==> src/rtl/wnm_pkg.sv <==
`timescale 1ns / 1ps
// ----------------------------------------------------------------------------
// wnm_pkg
// Shared types, constants and helpers of the wildcard name matcher.
// ----------------------------------------------------------------------------
package wnm_pkg;

  // Number of pattern bytes that the cell chain can hold.
  localparam int MAX_PATTERN = 32;
  // Width of the pattern length and of a position index (0 to MAX_PATTERN).
  localparam int LEN_W = $clog2(MAX_PATTERN + 1);

  localparam logic [7:0] STAR_BYTE  = 8'h2A;
  localparam logic [7:0] QUERY_BYTE = 8'h3F;
  localparam logic [7:0] SLASH_BYTE = 8'h2F;
  localparam logic [7:0] ZERO_BYTE  = 8'h00;
  localparam logic [7:0] LOWER_A    = 8'h61;
  localparam logic [7:0] LOWER_Z    = 8'h7A;
  localparam logic [7:0] FOLD_GAP   = 8'h20;

  // Request codes.
  typedef enum logic [1:0] {
    OP_CLEAR  = 2'd0,
    OP_APPEND = 2'd1,
    OP_NAME   = 2'd2,
    OP_END    = 2'd3
  } op_t;

  // Per-beat controls broadcast to every cell.
  typedef struct packed {
    logic clear;    // forget the stored pattern
    logic restart;  // return the active set to position zero only
    logic step;     // advance the active set over one name byte
  } cell_ctl_t;

  // Fold lower-case letters a to z onto upper case.
  function automatic logic [7:0] fold_byte(input logic [7:0] c);
    logic [7:0] r;
    r = c;
    if (c >= LOWER_A && c <= LOWER_Z) begin
      r = c - FOLD_GAP;
    end
    return r;
  endfunction

endpackage

==> src/rtl/wnm_req_if.sv <==
`timescale 1ns / 1ps
// ----------------------------------------------------------------------------
// wnm_req_if
// Request channel: pattern and name beats with a valid/ready handshake.
// ----------------------------------------------------------------------------
interface wnm_req_if;
  import wnm_pkg::*;

  logic       valid;
  logic       ready;
  op_t        op;
  logic [7:0] ch;
  logic       match_all;

  modport source (output valid, output op, output ch, output match_all, input ready);
  modport sink (input valid, input op, input ch, input match_all, output ready);
endinterface

==> src/rtl/wnm_rsp_if.sv <==
`timescale 1ns / 1ps
// ----------------------------------------------------------------------------
// wnm_rsp_if
// Result channel: one beat per finished name.
// ----------------------------------------------------------------------------
interface wnm_rsp_if;
  logic valid;
  logic ready;
  logic matched;
  logic pattern_too_long;

  modport source (output valid, output matched, output pattern_too_long, input ready);
  modport sink (input valid, input matched, input pattern_too_long, output ready);
endinterface

==> src/rtl/wildcard_name_matcher.sv <==
`timescale 1ns / 1ps
// ----------------------------------------------------------------------------
// wildcard_name_matcher
// Anchored '*'/'?' wildcard matcher over a streamed name. Request beats may
// follow back to back while the rsp channel is not stalled; the result of an
// end-of-name beat is registered and shown on the rsp channel in the next
// cycle, and further beats are taken while it waits as long as rsp is
// drained. The pattern lives in a chain of MAX_PATTERN cells, one byte and
// one active bit per cell; the star-closure ripple along that chain is the
// longest path and sets the clock rate. A pattern beyond MAX_PATTERN bytes
// is flagged through pattern_too_long rather than truncated.
// ----------------------------------------------------------------------------
module wildcard_name_matcher import wnm_pkg::*; (
  input  logic      clk,
  input  logic      rst,
  wnm_req_if.sink   req,
  wnm_rsp_if.source rsp
);

  logic                   acc;
  logic                   end_acc;
  logic                   term_byte;
  logic                   load;
  cell_ctl_t              ctl;
  logic [7:0]             name_fold;
  logic [LEN_W-1:0]       len;
  logic                   pat_closed;
  logic                   null_pat;
  logic                   overflow;
  logic                   tail_act;
  logic [MAX_PATTERN:0]   carry_v;
  logic [MAX_PATTERN:0]   adv_v;
  logic [MAX_PATTERN:0]   closed_all;
  logic                   match_now;
  logic                   matched;
  logic                   too_long;
  logic                   rsp_valid;

  // Beat decode.
  assign req.ready   = ~rsp_valid | rsp.ready;
  assign acc         = req.valid & req.ready;
  assign end_acc     = acc & (req.op == OP_END);
  assign term_byte   = (req.ch == SLASH_BYTE) | (req.ch == ZERO_BYTE);
  assign load        = acc & (req.op == OP_APPEND) & ~null_pat & ~pat_closed & ~term_byte
                       & (len < LEN_W'(MAX_PATTERN));
  assign ctl.clear   = acc & (req.op == OP_CLEAR);
  assign ctl.restart = acc & (req.op != OP_NAME);
  assign ctl.step    = acc & (req.op == OP_NAME);
  assign name_fold   = fold_byte(req.ch);

  // Pattern bookkeeping: length, terminator, null pattern and overflow.
  always_ff @(posedge clk) begin
    if (rst) begin
      len        <= '0;
      pat_closed <= 1'b0;
      null_pat   <= 1'b0;
      overflow   <= 1'b0;
    end else if (ctl.clear) begin
      len        <= '0;
      pat_closed <= 1'b0;
      null_pat   <= req.match_all;
      overflow   <= 1'b0;
    end else if (acc && req.op == OP_APPEND && !null_pat && !pat_closed) begin
      if (term_byte) begin
        pat_closed <= 1'b1;
      end else if (len < LEN_W'(MAX_PATTERN)) begin
        len <= len + LEN_W'(1);
      end else begin
        overflow <= 1'b1;
      end
    end
  end

  // The cell chain; nothing enters from the left of the first cell.
  assign carry_v[0] = 1'b0;
  assign adv_v[0]   = 1'b0;

  for (genvar i = 0; i < MAX_PATTERN; i++) begin : g_cell
    wnm_cell u_cell (
      .clk       (clk),
      .rst       (rst),
      .ctl       (ctl),
      .head      (1'(i == 0)),
      .wr_en     (load & (len == LEN_W'(i))),
      .wr_byte   (req.ch),
      .name_byte (name_fold),
      .carry_in  (carry_v[i]),
      .adv_in    (adv_v[i]),
      .closed    (closed_all[i]),
      .carry_out (carry_v[i+1]),
      .adv_out   (adv_v[i+1])
    );
  end

  // Position just past the last cell: reached only by a full pattern.
  assign closed_all[MAX_PATTERN] = tail_act | carry_v[MAX_PATTERN];

  always_ff @(posedge clk) begin
    if (rst) begin
      tail_act <= 1'b0;
    end else if (ctl.restart) begin
      tail_act <= 1'b0;
    end else if (ctl.step) begin
      tail_act <= adv_v[MAX_PATTERN];
    end
  end

  // The name matches when the closed active set reaches the pattern end.
  assign match_now = closed_all[len];

  // Result register.
  always_ff @(posedge clk) begin
    if (rst) begin
      rsp_valid <= 1'b0;
    end else if (end_acc) begin
      rsp_valid <= 1'b1;
    end else if (rsp.ready) begin
      rsp_valid <= 1'b0;
    end
  end

  always_ff @(posedge clk) begin
    if (end_acc) begin
      matched  <= null_pat | (~overflow & match_now);
      too_long <= ~null_pat & overflow;
    end
  end

  assign rsp.valid            = rsp_valid;
  assign rsp.matched          = matched;
  assign rsp.pattern_too_long = too_long;

endmodule

==> src/rtl/wnm_cell.sv <==
`timescale 1ns / 1ps
// ----------------------------------------------------------------------------
// wnm_cell
// One pattern position: holds a pattern byte and the active bit of its
// position, and passes star closure and byte advances to its right neighbor.
// ----------------------------------------------------------------------------
module wnm_cell import wnm_pkg::*; (
  input  logic       clk,
  input  logic       rst,
  input  cell_ctl_t  ctl,
  input  logic       head,
  input  logic       wr_en,
  input  logic [7:0] wr_byte,
  input  logic [7:0] name_byte,
  input  logic       carry_in,
  input  logic       adv_in,
  output logic       closed,
  output logic       carry_out,
  output logic       adv_out
);

  logic [7:0] pat;
  logic       is_star;
  logic       is_query;
  logic       used;
  logic       act;
  logic       act_next;
  logic       lit_eq;

  // Pattern byte storage, kept folded so a name byte compares directly.
  always_ff @(posedge clk) begin
    if (wr_en) begin
      pat      <= fold_byte(wr_byte);
      is_star  <= (wr_byte == STAR_BYTE);
      is_query <= (wr_byte == QUERY_BYTE);
    end
  end

  // Star closure ripples in from the left; a used star passes it on.
  assign closed    = act | carry_in;
  assign carry_out = closed & used & is_star;
  assign lit_eq    = (pat == name_byte) & ~is_star & ~is_query;
  assign adv_out   = closed & used & (is_query | lit_eq);

  // A star keeps its own position; a match arrives from the left.
  assign act_next = adv_in | carry_out;

  // Occupancy and active bit.
  always_ff @(posedge clk) begin
    if (rst) begin
      used <= 1'b0;
      act  <= head;
    end else begin
      if (ctl.clear) begin
        used <= 1'b0;
      end else if (wr_en) begin
        used <= 1'b1;
      end
      if (ctl.restart) begin
        act <= head;
      end else if (ctl.step) begin
        act <= act_next;
      end
    end
  end

endmodule

==> src/flat_wrapper.sv <==
// flat-port wrapper written by rule: the top's interface ports become plain ports
module wildcard_name_matcher_flat import wnm_pkg::*;
  (clk, rst, req_valid, req_op, req_ch, req_match_all, req_ready, rsp_valid, rsp_matched, rsp_pattern_too_long, rsp_ready);
  wnm_req_if req_i ();
  wnm_rsp_if rsp_i ();
  input  logic clk;
  input  logic rst;
  input wire logic [$bits(req_i.valid)-1:0] req_valid;
  input wire logic [$bits(req_i.op)-1:0] req_op;
  input wire logic [$bits(req_i.ch)-1:0] req_ch;
  input wire logic [$bits(req_i.match_all)-1:0] req_match_all;
  output wire logic [$bits(req_i.ready)-1:0] req_ready;
  output wire logic [$bits(rsp_i.valid)-1:0] rsp_valid;
  output wire logic [$bits(rsp_i.matched)-1:0] rsp_matched;
  output wire logic [$bits(rsp_i.pattern_too_long)-1:0] rsp_pattern_too_long;
  input wire logic [$bits(rsp_i.ready)-1:0] rsp_ready;
  assign req_i.valid = req_valid;
  assign req_i.op = req_op;
  assign req_i.ch = req_ch;
  assign req_i.match_all = req_match_all;
  assign req_ready = req_i.ready;
  assign rsp_valid = rsp_i.valid;
  assign rsp_matched = rsp_i.matched;
  assign rsp_pattern_too_long = rsp_i.pattern_too_long;
  assign rsp_i.ready = rsp_ready;
  wildcard_name_matcher u_core (.clk(clk), .rst(rst), .req(req_i), .rsp(rsp_i));
endmodule
==> config.mk <==
export PLATFORM = sky130hd
export DESIGN_NAME = wildcard_name_matcher_flat
export DESIGN_NICKNAME = d
export VERILOG_FILES = /design/src/rtl/wnm_pkg.sv /design/src/rtl/wnm_req_if.sv /design/src/rtl/wnm_rsp_if.sv /design/src/rtl/wildcard_name_matcher.sv /design/src/rtl/wnm_cell.sv /design/src/flat_wrapper.sv
export SDC_FILE = /design/constraint.sdc
export NUM_CORES = 1
export LEC_CHECK = 0
export BUFFER_PORTS_ARGS = -buffer_cell sky130_fd_sc_hd__buf_4
export CAP_MARGIN = 30
export CORE_MARGIN = 2
export CORE_UTILIZATION = 60
export DETAILED_ROUTE_END_ITERATION = 10
export GPL_ROUTABILITY_DRIVEN = 0
export PLACE_DENSITY = 0.76
export SLEW_MARGIN = 20
export SYNTH_ARGS = -nofsm -noshare
export SYNTH_HDL_FRONTEND = slang
export SYNTH_SLANG_ARGS = --single-unit
==> constraint.sdc <==
create_clock -name clk -period 4.61 [get_ports clk]
set_input_delay 1.1525 -clock clk [delete_from_list [all_inputs] [get_ports clk]]
set_output_delay 1.1525 -clock clk [all_outputs]
set_load 0.01 [all_outputs]
# Yosys cells after proc, flatten, opt, wreduce, memory -nomap -nowiden
# Index checks and enable logic that the tools add are counted.
[totals]
elab_cells = 636
register_bits = 397
in_bits = 15
output_inout_bits = 4
[op_classes]
magnitude_cmp = 4
n_reduce_logical = 15
n_mux = 5
n_eq_ne = 70
add_sub_neg = 2
bitwise = 372
[op_table]
columns = ["cell", "n"]
rows = [
  ["$eq 8x8->1", 32],
  ["$and 1x1->1", 204],
  ["$or 1x1->1", 98],
  ["$eq 6x5->1 const B", 16],
  ["$not 1->1", 70],
  ["$eq 6x4->1 const B", 8],
  ["$eq 6x3->1 const B", 4],
  ["$eq 8x6->1 const B", 3],
  ["$eq 6x2->1 const B", 2],
  ["$ge 8x7->1 const B", 1],
  ["$le 8x7->1 const B", 1],
  ["$logic_not 8->1", 1],
  ["$mux 8", 1],
  ["$sub 8x6->8 const B", 1],
  ["$lt 6x7->1 const B", 1],
  ["$add 6x1->6 const B", 1],
  ["$bmux 1 s6", 1],
  ["$eq 6x1->1 const B", 1],
  ["$logic_not 6->1", 1],
  ["$lt 6x6->1 const B", 1],
  ["$reduce_and 3->1", 2],
  ["$eq 2x2->1 const B", 2],
  ["$logic_and 1x1->1", 4],
  ["$reduce_or 2->1", 2],
  ["7 further kinds", 10],
]

# Logic depth before layout (Yosys ltp)
# Gate-level depths: netlist (run 1).
[depth]
ltp_word = 100
depth_mapped = 12
ltp_nobuf = 10

# Cells and area by module
# A second synthesis (run 1) with hierarchy kept.
[unflattened]
hier_cells = 1794
hier_area_um2 = 20546.0
[by_module_without_submodules]
columns = ["mod", "seq_area_each_um2", "instances", "cells_per_inst", "area_each_um2"]
rows = [
  ["wnm_cell at u_core.g_cell[0].u_cell ...", 350.3, 31, 51, 603.1],
  ["wildcard_name_matcher", 280.3, 1, 163, 1253.7],
  ["wnm_cell at u_core.g_cell[6].u_cell", 350.3, 1, 50, 596.8],
]

# Worst setup path before layout (run 1)
# OpenSTA, ideal clock, no wires.
[synth_timing]
kind = "input to register"
startpoint = "input port req_ch[4]"
endpoint = "register u_core.g_cell[0].u_cell.is_star (data pin)"
setup_ns = 0.539
path_buffers = 3
arrival_ns = 3.723
t_required_ns = 4.071
stages = 4
setup_slack_ns = 0.347
path_cell_list = "buf_2 > buf_1 > buf_2 > nor4_1"
[synth_between]
elab_chain_cells = 1
[synth_lines]
columns = ["item", "line", "text"]
rows = [
  ["start, declared", "flat_wrapper.sv:10", "input wire logic [$bits(req_i.ch)-1:0] req_ch;"],
  ["$eq 8x6->1", "wnm_cell.sv:34", "is_star <= (wr_byte == STAR_BYTE);"],
  ["end signal, assigned", "wnm_cell.sv:34", ""],
  ["end, declared", "wnm_cell.sv:23", "logic is_star;"],
]
# Every way passes these cells.
# A chain may end at the register's enable or synchronous reset.

# Worst setup path in the final report (run 1)
[layout_timing]
startpoint = "input port req_ch[1]"
endpoint = "register u_core.g_cell[15].u_cell.act"
[layout_between]
elab_chain_cells = 9
word_cells_on_any_way = 11
classes_between = "add/sub: 1; order compare: 2; eq/ne: 1; mux: 1; bitwise: 5; reduce/logical: 1"
[layout_lines]
columns = ["item", "line", "text"]
rows = [
  ["$ge 8x7->1 / $le 8x7->1 (equally long branches)", "wnm_pkg.sv:40", "if (c >= LOWER_A && c <= LOWER_Z) begin"],
  ["$logic_and 1x1->1", "wnm_pkg.sv:40", ""],
  ["$mux 8 (*)", "wnm_pkg.sv:40", ""],
  ["$eq 8x8->1 (*)", "wnm_cell.sv:42", "assign lit_eq = (pat == name_byte) & ~is_star & ~is_query;"],
  ["$and 1x1->1 (*) (2 in a row)", "wnm_cell.sv:42", ""],
  ["$or 1x1->1 (*)", "wnm_cell.sv:43", "assign adv_out = closed & used & (is_query | lit_eq);"],
  ["$and 1x1->1 (*)", "wnm_cell.sv:43", ""],
  ["$or 1x1->1 (*)", "wnm_cell.sv:46", "assign act_next = adv_in | carry_out;"],
  ["end signal, assigned", "wnm_cell.sv:62", "act <= act_next;"],
  ["end, declared", "wnm_cell.sv:26", "logic act;"],
]
# Every way passes the cells marked *; elsewhere a longest branch is shown, timed or not.

==> results of run 1 <==
==> logic make-up (layout without fill, tap and decap cells) <==
kind of cell             after synthesis  after routing  synth area share
flip-flops                           397            397             0.645
AND/OR/NAND/NOR                      341            341            0.0979
XOR/XNOR                             259            259             0.131
AO/OA/AOI/OAI                        252            252             0.102
buffers and inverters                 72            152            0.0188
adder cells (fa/ha/maj)                5              5           0.00361
multiplexers                           3              3           0.00181
==> placed cells by master (no fill, tap or decap), types with 13 or more instances in the layout <==
| cell | count |
|---|---|
| a211oi_1 | 15 |
| a21oi_1 | 38 |
| a31oi_1 | 44 |
| a41o_1 | 16 |
| and3_1 | 19 |
| buf_4 | 57 |
| clkbuf_16 | 42 |
| dfxtp_1 | 75 |
| edfxtp_1 | 322 |
| inv_1 | 17 |
| nand2_1 | 67 |
| nand3_1 | 22 |
| nand4_1 | 42 |
| nor2_1 | 97 |
| nor3_1 | 32 |
| nor4_1 | 13 |
| o21a_1 | 22 |
| o21ai_0 | 45 |
| xnor2_1 | 200 |
| xor2_1 | 59 |
==> through the flow <==
step,utilization,area (um2),total power (uW),setup slack (ns),hold WS [ns]
6_report,0.686,19600,7930,1.17,0.477
5_1_grt,0.686,19600,8150,0.979,0.505
4_1_cts,0.684,19500,7970,1.11,0.473
3_5_place_dp,0.632,18000,4400,0.563,0.460
3_3_place_gp,0.632,18000,4390,0.709,0.444
2_1_floorplan,-,17300,4250,0.347,0.430
==> power by group through the flow <==
stage / Sequential (uW) / Clock [uW] / Combinational, uW
2_1_floorplan: 3980 / 0 / 273
3_3_place_gp: 3990 / 0 / 405
3_5_place_dp: 3990 / 0 / 415
4_1_cts: 3910 / 3640 / 418
5_1_grt: 3910 / 3780 / 459
6_report: 3910 / 3600 / 422
==> cells in the mapped netlist, drive strengths merged (6+ instances only) <==
| master | n | area (um2) |
|---|---|---|
| edfxtp | 322 | 9670 |
| xnor2 | 200 | 1750 |
| nor2 | 98 | 368 |
| dfxtp | 75 | 1500 |
| nand2 | 67 | 251 |
| xor2 | 59 | 517 |
| o21ai | 48 | 255 |
| a31oi | 44 | 275 |
| nand4 | 42 | 263 |
| a21oi | 39 | 195 |
| nor3 | 32 | 160 |
| buf | 31 | 173 |
| clkbuf | 24 | 90.1 |
| nand3 | 22 | 110 |
| o21a | 22 | 165 |
| and3 | 19 | 119 |
| inv | 17 | 63.8 |
| a41o | 16 | 160 |
| a211oi | 15 | 113 |
| nor4 | 14 | 87.6 |
| a31o | 9 | 78.8 |
| nand2b | 9 | 56.3 |
| and2 | 8 | 50.1 |
| a311oi | 6 | 52.6 |
==> metal layers <==
| metal | global-route usage | vias to the layer above | share of wire |
|---|---|---|---|
| met5 | 0 | - | 0 |
| met3 | 0.0442 | 112 | 0.078 |
| met4 | 0.112 | 0 | 0.036 |
| li1 | - | 5063 | - |
| met2 | 0.409 | 508 | 0.46 |
| met1 | 0.365 | 5422 | 0.43 |
==> critical path, cell delays in order <==
cell and delay [ns]:
buf_4 0.13, or4_4 0.55, o2111ai_4 0.30, o21ai_4 0.23, buf_16 0.24, xnor2_1 0.13, or4_1 0.50, nor3_1 0.14
o221ai_1 0.18, a31oi_1 0.22, o21a_1 0.14
==> path summary, 6_finish.rpt <==
kind / startpoint / to / slack (ns) / depth (start not counted)
min reg2reg: u_core.pat_closed / u_core.pat_closed / 0.48 / 2
max reg2reg: u_core.g_cell[12].u_cell.is_star / u_core.rsp.matched / 1.38 / 8
min: u_core.pat_closed / u_core.pat_closed / 0.48 / 2
max: req_ch[1] / u_core.g_cell[15].u_cell.act / 1.17 / 11
==> sequential cells by signal, summed over array words and instances, names as in the netlist, 6 cells and up <==
| signal | flops |
|---|---|
| u_core.g_cell.u_cell.is_query | 32 |
| u_core.len | 6 |
| u_core.g_cell.u_cell.used | 32 |
| u_core.g_cell.u_cell.act | 32 |
| u_core.g_cell.u_cell.pat | 256 |
| u_core.g_cell.u_cell.is_star | 32 |
==> layout make-up <==
class                      instances  area share
clock buffer                      55      0.0582
clock inverter                    19      0.0181
inverter                          17     0.00326
multi-input combinational        860       0.299
sequential                       397       0.571
tap                              384      0.0245
timing repair buffer              61      0.0263
==> impl_metrics.env, run 1 <==
export IMPL_power_density_mw_per_mm2=405
export IMPL_hpwl_um=25300
export IMPL_cts_sinks=397
export IMPL_root_buffer="clkbuf_16"
export IMPL_antenna_cells=0
export IMPL_fmax_mhz=291
export IMPL_synth_distinct_cells=73
export IMPL_seqCellArea_mm2=0.0112
export IMPL_firstDrtPassIters=7
export IMPL_drive_above_1_share=0.106
export IMPL_clkSlewWorstSetupHoldPaths_ns=0.06
export IMPL_hold_class="reg -> reg"
export IMPL_status="finished, final reports clean"
export IMPL_core_area_mm2=0.0285
export IMPL_drt_iter0_markers=1090
export IMPL_synth_nets=1349
export IMPL_power_frac_seq=0.493
export IMPL_dieArea_mm2=0.0303
export IMPL_start_kind="input pin"
export IMPL_drv_cap=0
export IMPL_synthFlopType="edfxtp_1"
export IMPL_cts_buffers=40
export IMPL_drc_errors=0
export IMPL_switching_share=0.207
export IMPL_ys_async_sr_fraction=0
export IMPL_antenna_found_initial=0
export IMPL_setup_viol=0
export IMPL_grt_pass1_vias=10992
export IMPL_p_sw_uw=1640
export IMPL_n_fill_cell=1974
export IMPL_final_hold_violation_count=0
export IMPL_relSlewSlack=0.377
export IMPL_layout_min_cycle_time_ns=3.44
export IMPL_clock_path_buffers=3
export IMPL_viasPerCell=6.19
export IMPL_skew_ns=0.0201
export IMPL_dieWidth_um=174
export IMPL_ant_nets=0
export IMPL_clock_power_share=0.454
export IMPL_crit_type="in -> reg"
export IMPL_pin_count=19
export IMPL_finalSetupTns_ns=0
export IMPL_place_inst=1716
export IMPL_routed_wl_um=39300
export IMPL_portBuffers=18
export IMPL_synth_warnings=0
export IMPL_grt_pass1_wl_um=61300
export IMPL_crit_fanout=11
export IMPL_cp_end_kind="flip-flop"
export IMPL_h_tree_depth=2
export IMPL_min_period_over_period=0.746
export IMPL_peakVddDrop_v=0.000353
export IMPL_crit_arrival_ns=3.92
export IMPL_start_util=0.607
export IMPL_ys_seq_area_frac=0.645
export IMPL_combPwrFrac=0.053
export IMPL_slew_viol_final=0
export IMPL_nets=1397
export IMPL_rsz0062_at_grt="false"
export IMPL_synth_edf_count=322
export IMPL_synth_area_mm2=0.0173
export IMPL_wl_per_cell_um=21.9
export IMPL_post_cts_resized=0
export IMPL_multi_input_area_mm2=0.00585
export IMPL_grt_max_degree=49
export IMPL_vias=11105
export IMPL_postCtsSetupRepairBufs=0
export IMPL_finalNonFillerCells=1793
export IMPL_overflow=0
export IMPL_worstSkewPairLatency_ns=0.53
export IMPL_worst_pin_slew_ns=0.930
export IMPL_cts_hold_buf=0
export IMPL_placementRows=62
export IMPL_area_delta_synth_final_pct=13.0
export IMPL_avgSynthCellArea_um2=13.0
export IMPL_intPower_uw=6290
export IMPL_synth_cells=1329
export IMPL_p_leak_uw=0.00629
export IMPL_grt_usage=0.261
export IMPL_die_height_um=174
export IMPL_tritoncts="done"
export IMPL_synth_seq_cells=397
export IMPL_required_ns=5.09
No activity file was read; power rests on OpenSTA's default activity.
==> inputs of run 2 (changes only) <==
- clock period: 4.61 -> 3.5 ns (I/O delays scaled with it)
==> impl_metrics.env, run 2 (synthesized netlist as in run 1, its figures left out) <==
export IMPL_finalNonFillerCells=1799
export IMPL_cts_buffers=39
export IMPL_die_height_um=174
export IMPL_post_cts_resized=0
export IMPL_clock_path_buffers=3
export IMPL_placed_cell_area_mm2=0.0181
export IMPL_core_area_mm2=0.0285
export IMPL_pin_count=19
export IMPL_viasPerCell=6.18
export IMPL_worstSkewPairLatency_ns=0.53
export IMPL_crit_type="reg -> reg"
export IMPL_dieArea_mm2=0.0303
export IMPL_drive_above_1_share=0.110
export IMPL_final_cell_mix="edfxtp_1 (322), xnor2_1 (200), nor2_1 (97)"
export IMPL_placementRows=62
export IMPL_groute_layer_met2_usage=0.428
export IMPL_tritoncts="done"
export IMPL_dieWidth_um=174
export IMPL_start_kind="flip-flop"
export IMPL_cp_end_kind="flip-flop"
export IMPL_r2r_start="u_core.g_cell[0].u_cell.is_star"
export IMPL_rr_worst_depth=9
export IMPL_antenna_found_initial=2
export IMPL_area_delta_synth_final_pct=12.4
export IMPL_nets=1405
export IMPL_top_usage_layer="met2"
export IMPL_final_hold_violation_count=0
export IMPL_grt_max_degree=67
export IMPL_hold_class="reg -> reg"
export IMPL_clkSlewWorstSetupHoldPaths_ns=0.06
export IMPL_cp_endpoint="u_core.rsp.matched"
export IMPL_h_tree_depth=2
export IMPL_crit_fanout=4
export IMPL_crit_start="u_core.g_cell[0].u_cell.is_star"
export IMPL_drt_iter0_markers=1251
export IMPL_regToRegSetupSlack_ns=0.31
export IMPL_layout_min_cycle_time_ns=3.19
export IMPL_finalInstanceArea_mm2=0.0195
export IMPL_place_inst=1723
export IMPL_ant_nets=0
export IMPL_final_common_cell="edfxtp_1"
export IMPL_holdWs_ns=0.472
export IMPL_crit_arrival_ns=3.46
export IMPL_grt_usage=0.260
export IMPL_fmax_mhz=314
export IMPL_status="finished, final reports clean"
export IMPL_use_met3=0.0462
export IMPL_hpwl_um=25200
export IMPL_finalSetupTns_ns=0
export IMPL_drv_cap=0
export IMPL_portBuffers=18
export IMPL_grt_pass1_wl_um=61100
export IMPL_overflow=0
export IMPL_min_period_over_period=0.911
export IMPL_required_ns=3.77
export IMPL_cts_hold_buf=0
export IMPL_wl_per_cell_um=21.5
export IMPL_routed_wl_um=38700
export IMPL_root_buffer="clkbuf_16"
export IMPL_fin_ws_ns=0.312
export IMPL_setup_viol=0
export IMPL_worst_pin_slew_ns=0.973
export IMPL_place_ws_ns=0.0599
export IMPL_largest_reg_flops=256
export IMPL_use_met1=0.336
export IMPL_start_util=0.607
export IMPL_peakVddDrop_v=0.000409
export IMPL_p_leak_uw=0.00626
export IMPL_postCtsSetupRepairBufs=0
export IMPL_power_density_mw_per_mm2=511
export IMPL_r2r_end="u_core.rsp.matched"
export IMPL_slew_viol_final=0
export IMPL_top_register="u_core.g_cell.u_cell.pat"
export IMPL_firstDrtPassIters=6
export IMPL_vias=11125
export IMPL_drc_errors=0
export IMPL_skew_ns=0.0166
export IMPL_rsz0062_at_grt="false"
export IMPL_cts_sinks=397
export IMPL_relSlewSlack=0.349
export IMPL_grt_pass1_vias=11208
==> run 2: changes by cell type in the layout (fill, tap and decap cells not counted), moves of 2 or more <==
cell / before / now
clkinv_2: 3 / 11
buf_4: 57 / 65
clkbuf_8: 4 / 2
bufinv_16: 9 / 5
buf_12: 3 / 5
clkbuf_1: 9 / 6
clkinv_1: 0 / 3
==> run 2: layout make-up <==
cell class,count,area [um2]
diodes,1,2.50
multi-input cells,860,5860
repair buffers,70,588
clock buffers,49,1080
fillers,1999,9070
inverters,17,63.8
well taps,384,480
flip-flops and latches,397,11200
clock inverters,21,233
==> run 2: worst min path at each step <==
stage,start,end,depth (start not counted)
after CTS,u_core.tail_act,u_core.tail_act,2
after floorplan,u_core.pat_closed,u_core.pat_closed,2
after detailed placement,u_core.tail_act,u_core.tail_act,2
final,u_core.tail_act,u_core.tail_act,2
after global placement,u_core.pat_closed,u_core.pat_closed,2
after global routing,u_core.tail_act,u_core.tail_act,2
==> run 2: worst max-delay path, cell delays in order (launching register included) <==
cell and delay [ns]:
edfxtp_1 0.43, nand4_1 0.15, o22a_1 0.28, o21ai_0 0.41, a211o_1 0.22, a31oi_1 0.13
or3b_1 0.40, a211oi_1 0.30, a311oi_1 0.15, a211oi_1 0.46
==> run 2: report_power, final <==
part	internal, uW	switching, uW	leakage, uW
sequential	5120	35.0	0.00343
combinational	208	350	0.00218
clock	2550	1700	0.000649
total	7880	2090	0.00626
==> run 2: per-stage QoR <==
stage,power (uW),util
2_1_floorplan,5600,-
6_report,9960,0.682
3_3_place_gp,5790,0.635
3_5_place_dp,5810,0.635
5_1_grt,10200,0.682
4_1_cts,10000,0.681
==> run 2: metal layers <==
| layer | up-vias | share of wire | wire, um |
|---|---|---|---|
| met2 | 505 | 0.48 | 18600 |
| met1 | 5420 | 0.40 | 15600 |
| li1 | 5079 | - | - |
| met5 | - | 0.00041 | 16 |
| met3 | 119 | 0.072 | 2780 |
| met4 | 2 | 0.046 | 1790 |
